File: config.mk
export PLATFORM = sky130hd
export DESIGN_NAME = periodic_soft_timer_bank_core
export DESIGN_NICKNAME = d
export VERILOG_FILES = /design/src/sv/pstb_pkg.sv /design/src/sv/periodic_soft_timer_bank_core.sv /design/src/sv/pstb_ram.sv /design/src/sv/pstb_eval.sv
export SDC_FILE = /design/constraint.sdc
export NUM_CORES = 1
export LEC_CHECK = 0
export ABC_CLOCK_PERIOD_IN_PS = 11750
export BUFFER_PORTS_ARGS = -buffer_cell sky130_fd_sc_hd__buf_4
export CORE_MARGIN = 2
export CORE_UTILIZATION = 40
export CTS_CLUSTER_DIAMETER = 200
export CTS_CLUSTER_SIZE = 12
export DETAILED_ROUTE_END_ITERATION = 16
export PLACE_DENSITY_LB_ADDON = 0.08
export SYNTH_ARGS = -nofsm -noshare
export SYNTH_HDL_FRONTEND = slang
export SYNTH_SLANG_ARGS = --single-unit
File: constraint.sdc
create_clock -name clk -period 11.75 [get_ports clk]
set_input_delay 1.7625 -clock clk [delete_from_list [all_inputs] [get_ports clk]]
set_output_delay 1.7625 -clock clk [all_outputs]
set_load 0.02 [all_outputs]
File: src/sv/pstb_pkg.sv
`timescale 1ns / 1ps
// ----------------------------------------------------------------------------
// pstb_pkg
// Shared types and constants for the periodic soft timer bank.
// ----------------------------------------------------------------------------
package pstb_pkg;

	typedef logic [1:0] action_t;

	localparam action_t ACT_TICK  = 2'd0;
	localparam action_t ACT_START = 2'd1;
	localparam action_t ACT_CHECK = 2'd2;

	localparam int STAMP_W    = 32;
	localparam int TPU_W      = 8;
	localparam int BASE_W     = 26;              // ms*1000 + us fits in 26 bits
	localparam int REQ_W      = BASE_W + TPU_W;  // required tick count
	localparam logic [TPU_W-1:0] TPU_RESET = 8'd75;
	localparam logic [BASE_W-1:0] US_PER_MS = 26'd1000;

	typedef struct packed {
		action_t     action;
		logic [7:0]  timer_id;
		logic [15:0] interval_ms;
		logic [15:0] interval_us;
	} in_item_t;

	typedef struct packed {
		logic expired;
		logic id_out_of_range;
	} out_item_t;

	// Decision of the evaluate stage, applied to the state at the end of the item.
	typedef struct packed {
		logic expired;
		logic bad_id;
		logic stamp_we;
		logic set_valid;
		logic tick;
	} decision_t;

endpackage

File: src/sv/periodic_soft_timer_bank_core.sv
`timescale 1ns / 1ps
// ----------------------------------------------------------------------------
// periodic_soft_timer_bank_core
// Bank of periodic software timers sharing one 32-bit tick counter that tick items advance.
// ----------------------------------------------------------------------------
// Each input beat is a tick, a timer start, a timer check or the unused code
// (which changes nothing), and produces exactly one result beat. In the
// accept cycle the timer's start stamp is read from a synchronous RAM and
// ms*1000+us is registered; in the evaluate stage the interval is scaled by
// ticks_per_us, the elapsed count is compared and the stamp is written back.
// Items can follow back to back at one per cycle while the output does not
// stall: a new item is accepted in the cycle its predecessor completes, so
// its stamp read overlaps that write-back, and a read of the stamp just being
// written is forwarded. Output backpressure stalls the evaluate stage until
// the result register frees up. The stamp RAM is not cleared: valid bits in
// flops, cleared at reset, guard every stamp read, so the block is ready
// right after reset. Write ticks_per_us only while idle.
// ----------------------------------------------------------------------------
module periodic_soft_timer_bank_core
	import pstb_pkg::*;
#(
	parameter int NUM_TIMERS = 16
) (
	input  logic             clk,
	input  logic             arst_n,
	input  logic             in_valid,
	output logic             in_ready,
	input  in_item_t         in_data,
	output logic             out_valid,
	input  logic             out_ready,
	output out_item_t        out_data,
	input  logic             cfg_we,
	input  logic [TPU_W-1:0] cfg_wdata
);

	localparam int IDX_W = (NUM_TIMERS > 1) ? $clog2(NUM_TIMERS) : 1;

	// Control and state
	logic                  busy_q;
	logic                  out_valid_q;
	out_item_t             out_data_q;
	logic [TPU_W-1:0]      tpu_q;
	logic [STAMP_W-1:0]    tick_q;
	logic [NUM_TIMERS-1:0] valid_q;

	// Evaluate-stage registers
	action_t               action_s1;
	logic [IDX_W-1:0]      idx_s1;
	logic                  in_range_s1;
	logic [BASE_W-1:0]     base_s1;
	logic                  fwd_s1;
	logic [STAMP_W-1:0]    fwd_data_s1;

	logic                  accept;
	logic                  done;
	logic                  in_range;
	logic [IDX_W-1:0]      in_idx;
	logic [STAMP_W-1:0]    ram_rdata;
	logic [STAMP_W-1:0]    stamp;
	logic                  valid_bit;
	logic                  ram_we;
	decision_t             dec;

	// Finish the item once the result register is free; take the next one then.
	assign done     = busy_q && (!out_valid_q || out_ready);
	assign in_ready = !busy_q || done;
	assign accept   = in_valid && in_ready;

	assign in_range = {1'b0, in_data.timer_id} < 9'(NUM_TIMERS);
	assign in_idx   = in_data.timer_id[IDX_W-1:0];

	assign ram_we = done && dec.stamp_we;

	pstb_ram #(
		.WIDTH (STAMP_W),
		.DEPTH (NUM_TIMERS),
		.AW    (IDX_W)
	) u_stamp_ram (
		.clk   (clk),
		.we    (ram_we),
		.waddr (idx_s1),
		.wdata (tick_q),
		.re    (accept),
		.raddr (in_idx),
		.rdata (ram_rdata)
	);

	// Use the forwarded stamp when the read met a write to the same timer.
	assign stamp     = fwd_s1 ? fwd_data_s1 : ram_rdata;
	assign valid_bit = in_range_s1 ? valid_q[idx_s1] : 1'b0;

	pstb_eval u_eval (
		.action       (action_s1),
		.in_range     (in_range_s1),
		.timer_valid  (valid_bit),
		.base         (base_s1),
		.ticks_per_us (tpu_q),
		.counter      (tick_q),
		.stamp        (stamp),
		.dec          (dec)
	);

	// Capture the item: hold fields and the interval sum for the evaluate cycle.
	always_ff @(posedge clk) begin
		if (accept) begin
			action_s1   <= in_data.action;
			idx_s1      <= in_idx;
			in_range_s1 <= in_range;
			base_s1     <= BASE_W'(in_data.interval_ms) * US_PER_MS
				+ BASE_W'(in_data.interval_us);
			fwd_s1      <= ram_we && (idx_s1 == in_idx);
			fwd_data_s1 <= tick_q;
		end
	end

	// Result register: load on completion, drop once taken.
	always_ff @(posedge clk) begin
		if (done) begin
			out_data_q.expired         <= dec.expired;
			out_data_q.id_out_of_range <= dec.bad_id;
		end
	end

	always_ff @(posedge clk or negedge arst_n) begin
		if (!arst_n) begin
			busy_q      <= 1'b0;
			out_valid_q <= 1'b0;
			tpu_q       <= TPU_RESET;
			tick_q      <= '0;
			valid_q     <= '0;
		end else begin
			if (accept) begin
				busy_q <= 1'b1;
			end else if (done) begin
				busy_q <= 1'b0;
			end

			if (done) begin
				out_valid_q <= 1'b1;
			end else if (out_ready) begin
				out_valid_q <= 1'b0;
			end

			if (cfg_we) begin
				tpu_q <= cfg_wdata;
			end

			// Advance the counter on a tick.
			if (done && dec.tick) begin
				tick_q <= tick_q + 32'd1;
			end

			if (done && dec.set_valid) begin
				valid_q[idx_s1] <= 1'b1;
			end
		end
	end

	assign out_valid = out_valid_q;
	assign out_data  = out_data_q;

	// Every completed item leaves a result in the output register.
	a_done_gives_result: assert property (@(posedge clk) disable iff (!arst_n)
		done |=> out_valid_q)
		else $error("completed item did not present a result");

	// Stamps are written only for timers inside the bank.
	a_write_in_range: assert property (@(posedge clk) disable iff (!arst_n)
		ram_we |-> in_range_s1)
		else $error("stamp write for an out-of-range timer");

	// The counter moves only when a tick item completes.
	a_counter_only_on_tick: assert property (@(posedge clk) disable iff (!arst_n)
		!(done && action_s1 == ACT_TICK) |=> $stable(tick_q))
		else $error("tick counter changed without a tick");

	// A stalled evaluate stage keeps its item.
	a_stall_holds: assert property (@(posedge clk) disable iff (!arst_n)
		busy_q && !done |=> busy_q && $stable(action_s1) && $stable(idx_s1))
		else $error("stalled item lost");

endmodule

File: src/sv/pstb_ram.sv
`timescale 1ns / 1ps
// ----------------------------------------------------------------------------
// pstb_ram
// Generic single-write, single-read synchronous RAM with registered read.
// ----------------------------------------------------------------------------
module pstb_ram #(
	parameter int WIDTH = 32,
	parameter int DEPTH = 16,
	parameter int AW    = (DEPTH > 1) ? $clog2(DEPTH) : 1
) (
	input  logic             clk,
	input  logic             we,
	input  logic [AW-1:0]    waddr,
	input  logic [WIDTH-1:0] wdata,
	input  logic             re,
	input  logic [AW-1:0]    raddr,
	output logic [WIDTH-1:0] rdata
);

	logic [WIDTH-1:0] mem_q [DEPTH];

	// Read-first: a read at the written address returns the old word.
	always_ff @(posedge clk) begin
		if (we) begin
			mem_q[waddr] <= wdata;
		end
		if (re) begin
			rdata <= mem_q[raddr];
		end
	end

endmodule

File: src/sv/pstb_eval.sv
`timescale 1ns / 1ps
// ----------------------------------------------------------------------------
// pstb_eval
// Evaluate stage: deadline multiply, elapsed time and the per-action decision.
// ----------------------------------------------------------------------------
module pstb_eval
	import pstb_pkg::*;
(
	input  action_t             action,
	input  logic                in_range,
	input  logic                timer_valid,
	input  logic [BASE_W-1:0]   base,
	input  logic [TPU_W-1:0]    ticks_per_us,
	input  logic [STAMP_W-1:0]  counter,
	input  logic [STAMP_W-1:0]  stamp,
	output decision_t           dec
);

	logic [REQ_W-1:0]   required;
	logic [STAMP_W-1:0] elapsed;
	logic               reached;

	assign required = REQ_W'(base) * REQ_W'(ticks_per_us);
	assign elapsed  = counter - stamp;
	assign reached  = REQ_W'(elapsed) >= required;

	always_comb begin
		dec = '0;
		case (action)
			ACT_TICK: begin
				dec.tick = 1'b1;
			end
			ACT_START: begin
				dec.bad_id    = !in_range;
				dec.stamp_we  = in_range;
				dec.set_valid = in_range;
			end
			ACT_CHECK: begin
				if (!in_range) begin
					dec.bad_id = 1'b1;
				end else if (!timer_valid) begin
					// Unstarted timer: arm it and report expired.
					dec.stamp_we  = 1'b1;
					dec.set_valid = 1'b1;
					dec.expired   = 1'b1;
				end else if (reached) begin
					dec.stamp_we = 1'b1;
					dec.expired  = 1'b1;
				end
			end
			default: begin
				dec = '0;
			end
		endcase
	end

endmodule

==> results by stage <==
Status:
- The run finished with clean final reports.

Logic synthesis:
- The cell area after technology mapping is 0.0373 mm2.
- The count of flip-flops with a built-in enable after synthesis is 612.
- The number of different library cells in the post-synthesis netlist is 75.
- Counting flops with an async set or reset pin after synthesis yields a share of 8.66%.
- The average cell area after synthesis is 14.9 um2.
- During synthesis, Yosys emitted a total of 0 warnings.
- Sequential cells were found to cover 53.2% of the synthesized design area.
- Counting flops and latches in the post-synthesis netlist gives 670.
- The most instantiated flip-flop cell in the synthesis netlist is sky130_fd_sc_hd__edfxtp_1.
- Counting every instance in the synthesized netlist gives 2495.
- The number of nets handed over by synthesis was 2936.

STA:
- On the final layout, the worst clock skew is 0.0664 ns.
- The relative slew slack is 29.8%.
- The setup total negative slack is 0 ns.
- The number of failing hold endpoints at the final stage is 0.
- The share of the cycle needed by the critical path after routing is 74.5%.
- Setup repair after global routing left no endpoint under its margin.
- The setup violation total in the final timing report is 0.
- The worst path in the final design needs a cycle of 8.75 ns, including I/O delays and setup.
- The maximum operating frequency is 114 MHz.
- For the pin with the worst max-slew slack, the measured transition is 1.05 ns.
- The number of max-slew violations in the final report came to 0.

Routing:
- Before antenna repair, the detailed router went through 5 iterations.
- The detail route stage leaves a number of antenna-violating nets equal to 0.
- The detail-routed net length per standard cell is 22.8 um.
- The number of vias per cell is 5.30.
- The post-route DRC violation count is 0.
- The total detailed-routing wirelength is 88400 um.
- The detailed router placed 20600 vias in this run.
- For this block, the initial DRC count from the detailed router was 1570.

Run:
- Max-cap violations in this run came to 0.

Floorplan:
- The region available for standard cell placement spans 0.0919 mm2.
- The area of the die is 0.0956 mm2.
- The chip height is 309 um.
- The number of standard-cell rows in the floorplan is 111.
- The effective utilization at floorplan is 40.5%.
- The count of boundary I/O pins is 59.
- In this run the horizontal extent of the chip is 309 um.

Global route:
- The number of global-route vias before repair is 21900.
- The first-pass GRT wire length is 137000 um.
- The leftover overflow at the end of global routing is 0.
- Across every metal layer, demand over resource in global routing totals 19.1%.
- The largest net degree at the start of global routing is 67.
- The initial antenna violation count is 6.

Place:
- The HPWL reported at the end of detailed placement is 61900 um.
- The routability congestion estimate is 0.832.
- The number of buffers inserted by port buffering is 58.

Cells and area:
- The layout filler cell count is 8218.
- In the layout the commonest cells are sky130_fd_sc_hd__edfxtp_1 (612), sky130_fd_sc_hd__inv_1 (254), sky130_fd_sc_hd__fa_1 (200), sky130_fd_sc_hd__ha_1 (186), sky130_fd_sc_hd__mux4_2 (165).
- The number of antenna diodes in the final layout is 0.
- The most common library cell in the layout ignoring fill and taps is sky130_fd_sc_hd__edfxtp_1.
- Measured on the finished design, the core utilization comes to 44.9%.
- The combined area of the multi-input logic cells is 0.0164 mm2.
- The share of cells above drive strength 1 is 14.6%.
- The layout-stage area growth over the synthesis result is 10.8%.
- Across the whole layout, storage elements account for 0.0198 mm2.
- The number of nets in the finished design is 3031.

Setup path:
- The endpoint of the most critical register-to-register path is u_stamp_ram.mem_q[3][16].
- At the worst endpoint, the required time is 11.99 ns.
- The setup slack of the worst register-to-register path is 3.00 ns.
- The number of cells traversed by the worst register-to-register path is 27.
- The nature of the critical path endpoint is a register.
- The maximum net fanout on the critical path is 32.
- The worst path arrival time is 9.00 ns.
- The critical path startpoint category is a register.
- The worst setup path category is reg2reg.
- In this run the critical register-to-register path is launched from tpu_q[7].

Clock tree:
- The clock latency of the later-clocked register in the worst-skew pair is 0.67 ns.
- The number of buffers inserted to repair setup after CTS is 0.
- The number of levels in the clock H-tree is 2.
- The number of resized instances in the post-cts repair step is 0.
- TritonCTS built the clock tree.
- The number of buffers inserted during clock tree synthesis is 61.
- The maximum root-to-sink buffer count is 3.
- The clock tree root driver cell is sky130_fd_sc_hd__clkbuf_16.
- The tree built by TritonCTS fans out to 670 sinks.
- The clock-pin slew of the registers on the worst-case setup and hold paths is 0.07 ns.
- In this run, post-CTS hold repair placed 0 buffers.

Worst hold path:
- Along the worst hold path, the cell count comes to 1.
- The startpoint identified for the worst hold timing path is valid_q[8].
- The path with the worst hold slack has its endpoint at valid_q[8].
- The min-delay analysis places its worst path in the category reg2reg.
through the flow:
stage,cell area (um2),worst slack [ns],hold slack [ns],std cells
4_1_cts,41300,2.94,0.462,3885
2_1_floorplan,37300,2.83,0.423,2495
3_3_place_gp,39500,3.04,0.437,3770
3_5_place_dp,39500,3.02,0.443,3770
5_1_grt,41300,2.45,0.491,3885
6_report,41300,3.00,0.463,3885
routing by layer:
layer / global-route usage (%) / up-vias / routed length [um]
li1: - / 9352 / -
met5: 0 / - / 22
met2: 30.0 / 379 / 41000
met3: 2.45 / 84 / 3770
met4: 3.96 / 4 / 1320
met1: 28.5 / 10800 / 42300
cells in the mapped netlist, types with 5 or more instances:
library cell	count	area, um2
sky130_fd_sc_hd__o211ai_1	7	52.6
sky130_fd_sc_hd__nand2_1	129	484
sky130_fd_sc_hd__clkbuf_1	52	195
sky130_fd_sc_hd__mux4_2	165	3720
sky130_fd_sc_hd__fa_1	200	4000
sky130_fd_sc_hd__mux2_2	10	113
sky130_fd_sc_hd__nand4_1	23	144
sky130_fd_sc_hd__o31ai_1	6	45.0
sky130_fd_sc_hd__a211o_1	5	43.8
sky130_fd_sc_hd__a21o_1	43	323
sky130_fd_sc_hd__a31oi_1	5	31.3
sky130_fd_sc_hd__and3_1	20	125
sky130_fd_sc_hd__o31a_1	5	43.8
sky130_fd_sc_hd__o21a_1	22	165
sky130_fd_sc_hd__dfrtp_1	54	1350
sky130_fd_sc_hd__o2111ai_1	7	61.3
sky130_fd_sc_hd__nor3_1	21	105
sky130_fd_sc_hd__nand2b_1	19	119
sky130_fd_sc_hd__a211oi_1	7	52.6
sky130_fd_sc_hd__nand3_1	17	85.1
sky130_fd_sc_hd__a21oi_1	91	455
sky130_fd_sc_hd__mux2i_1	31	310
sky130_fd_sc_hd__or3_1	6	37.5
sky130_fd_sc_hd__ha_1	186	2330
sky130_fd_sc_hd__xor2_1	34	298
sky130_fd_sc_hd__buf_1	16	60.1
sky130_fd_sc_hd__nor4_1	5	31.3
sky130_fd_sc_hd__and2_1	153	957
sky130_fd_sc_hd__a2111oi_0	5	43.8
sky130_fd_sc_hd__o21ai_0	33	165
sky130_fd_sc_hd__edfxtp_1	612	18400
sky130_fd_sc_hd__o21bai_1	24	180
sky130_fd_sc_hd__nor2b_1	13	81.3
sky130_fd_sc_hd__xnor2_1	89	780
sky130_fd_sc_hd__nor2_1	58	218
sky130_fd_sc_hd__a2111oi_2	5	75.1
sky130_fd_sc_hd__inv_1	254	953
flip-flops by register name, indices dropped and copies added, names as in the netlist, 4 cells and up:
signal             flops
u_stamp_ram.mem_q    512
fwd_data_s1           32
tick_q                32
u_stamp_ram.rdata     32
base_s1               26
valid_q               16
tpu_q                  8
idx_s1                 4
final cells by class:
type                       instances  share of cell area, %
multi-input combinational       1501                   39.7
clock inverter                     2                  0.112
timing repair buffer             102                   1.87
inverter                         254                   2.31
tap                             1243                   3.77
clock buffer                     113                   4.22
sequential                       670                   48.0
critical path, stage by stage (launching register included):
cell	delay [ns]
sky130_fd_sc_hd__dfrtp_1	0.89
sky130_fd_sc_hd__nand2_1	0.18
sky130_fd_sc_hd__fa_1	0.54
sky130_fd_sc_hd__fa_1	0.56
sky130_fd_sc_hd__inv_1	0.06
sky130_fd_sc_hd__fa_1	0.54
sky130_fd_sc_hd__inv_1	0.06
sky130_fd_sc_hd__fa_1	0.54
sky130_fd_sc_hd__inv_1	0.05
sky130_fd_sc_hd__ha_1	0.34
sky130_fd_sc_hd__a21oi_1	0.17
sky130_fd_sc_hd__o21ai_2	0.13
sky130_fd_sc_hd__o311a_1	0.30
sky130_fd_sc_hd__o31a_1	0.35
sky130_fd_sc_hd__nor3_1	0.26
sky130_fd_sc_hd__nor3b_1	0.08
sky130_fd_sc_hd__o21a_1	0.18
sky130_fd_sc_hd__nor2_1	0.16
sky130_fd_sc_hd__xor2_1	0.11
sky130_fd_sc_hd__ha_1	0.28
sky130_fd_sc_hd__nand2_1	0.06
sky130_fd_sc_hd__or3_1	0.37
sky130_fd_sc_hd__a211oi_1	0.23
sky130_fd_sc_hd__o31ai_1	0.17
sky130_fd_sc_hd__a22oi_4	0.35
sky130_fd_sc_hd__o2111ai_1	0.57
sky130_fd_sc_hd__a21oi_4	0.30
sky130_fd_sc_hd__buf_4	0.46
logic make-up after synthesis:
group	Yosys count	synth area share, %
fa+ha+maj	386	17.0
buf+inv	324	3.27
simple gates	481	6.78
xor+xnor	123	2.89
compound gates	305	5.70
flops	670	53.2
mux	206	11.1
how the worst max path moves through the flow:
stage	endpoint	from	slack, ns
after floorplan	u_stamp_ram.mem_q[0][0]	tpu_q[6]	2.83
after global placement	u_stamp_ram.mem_q[10][6]	tpu_q[7]	3.04
after detailed placement	u_stamp_ram.mem_q[11][7]	tpu_q[5]	3.02
after CTS	u_stamp_ram.mem_q[3][3]	tpu_q[7]	2.94
after global routing	u_stamp_ram.mem_q[3][3]	tpu_q[7]	2.45
final	u_stamp_ram.mem_q[3][16]	tpu_q[7]	3.00
Power is left out: the tool's default activity adds up to more than one toggle a clock period on the data nets, which glitch-free logic cannot reach.
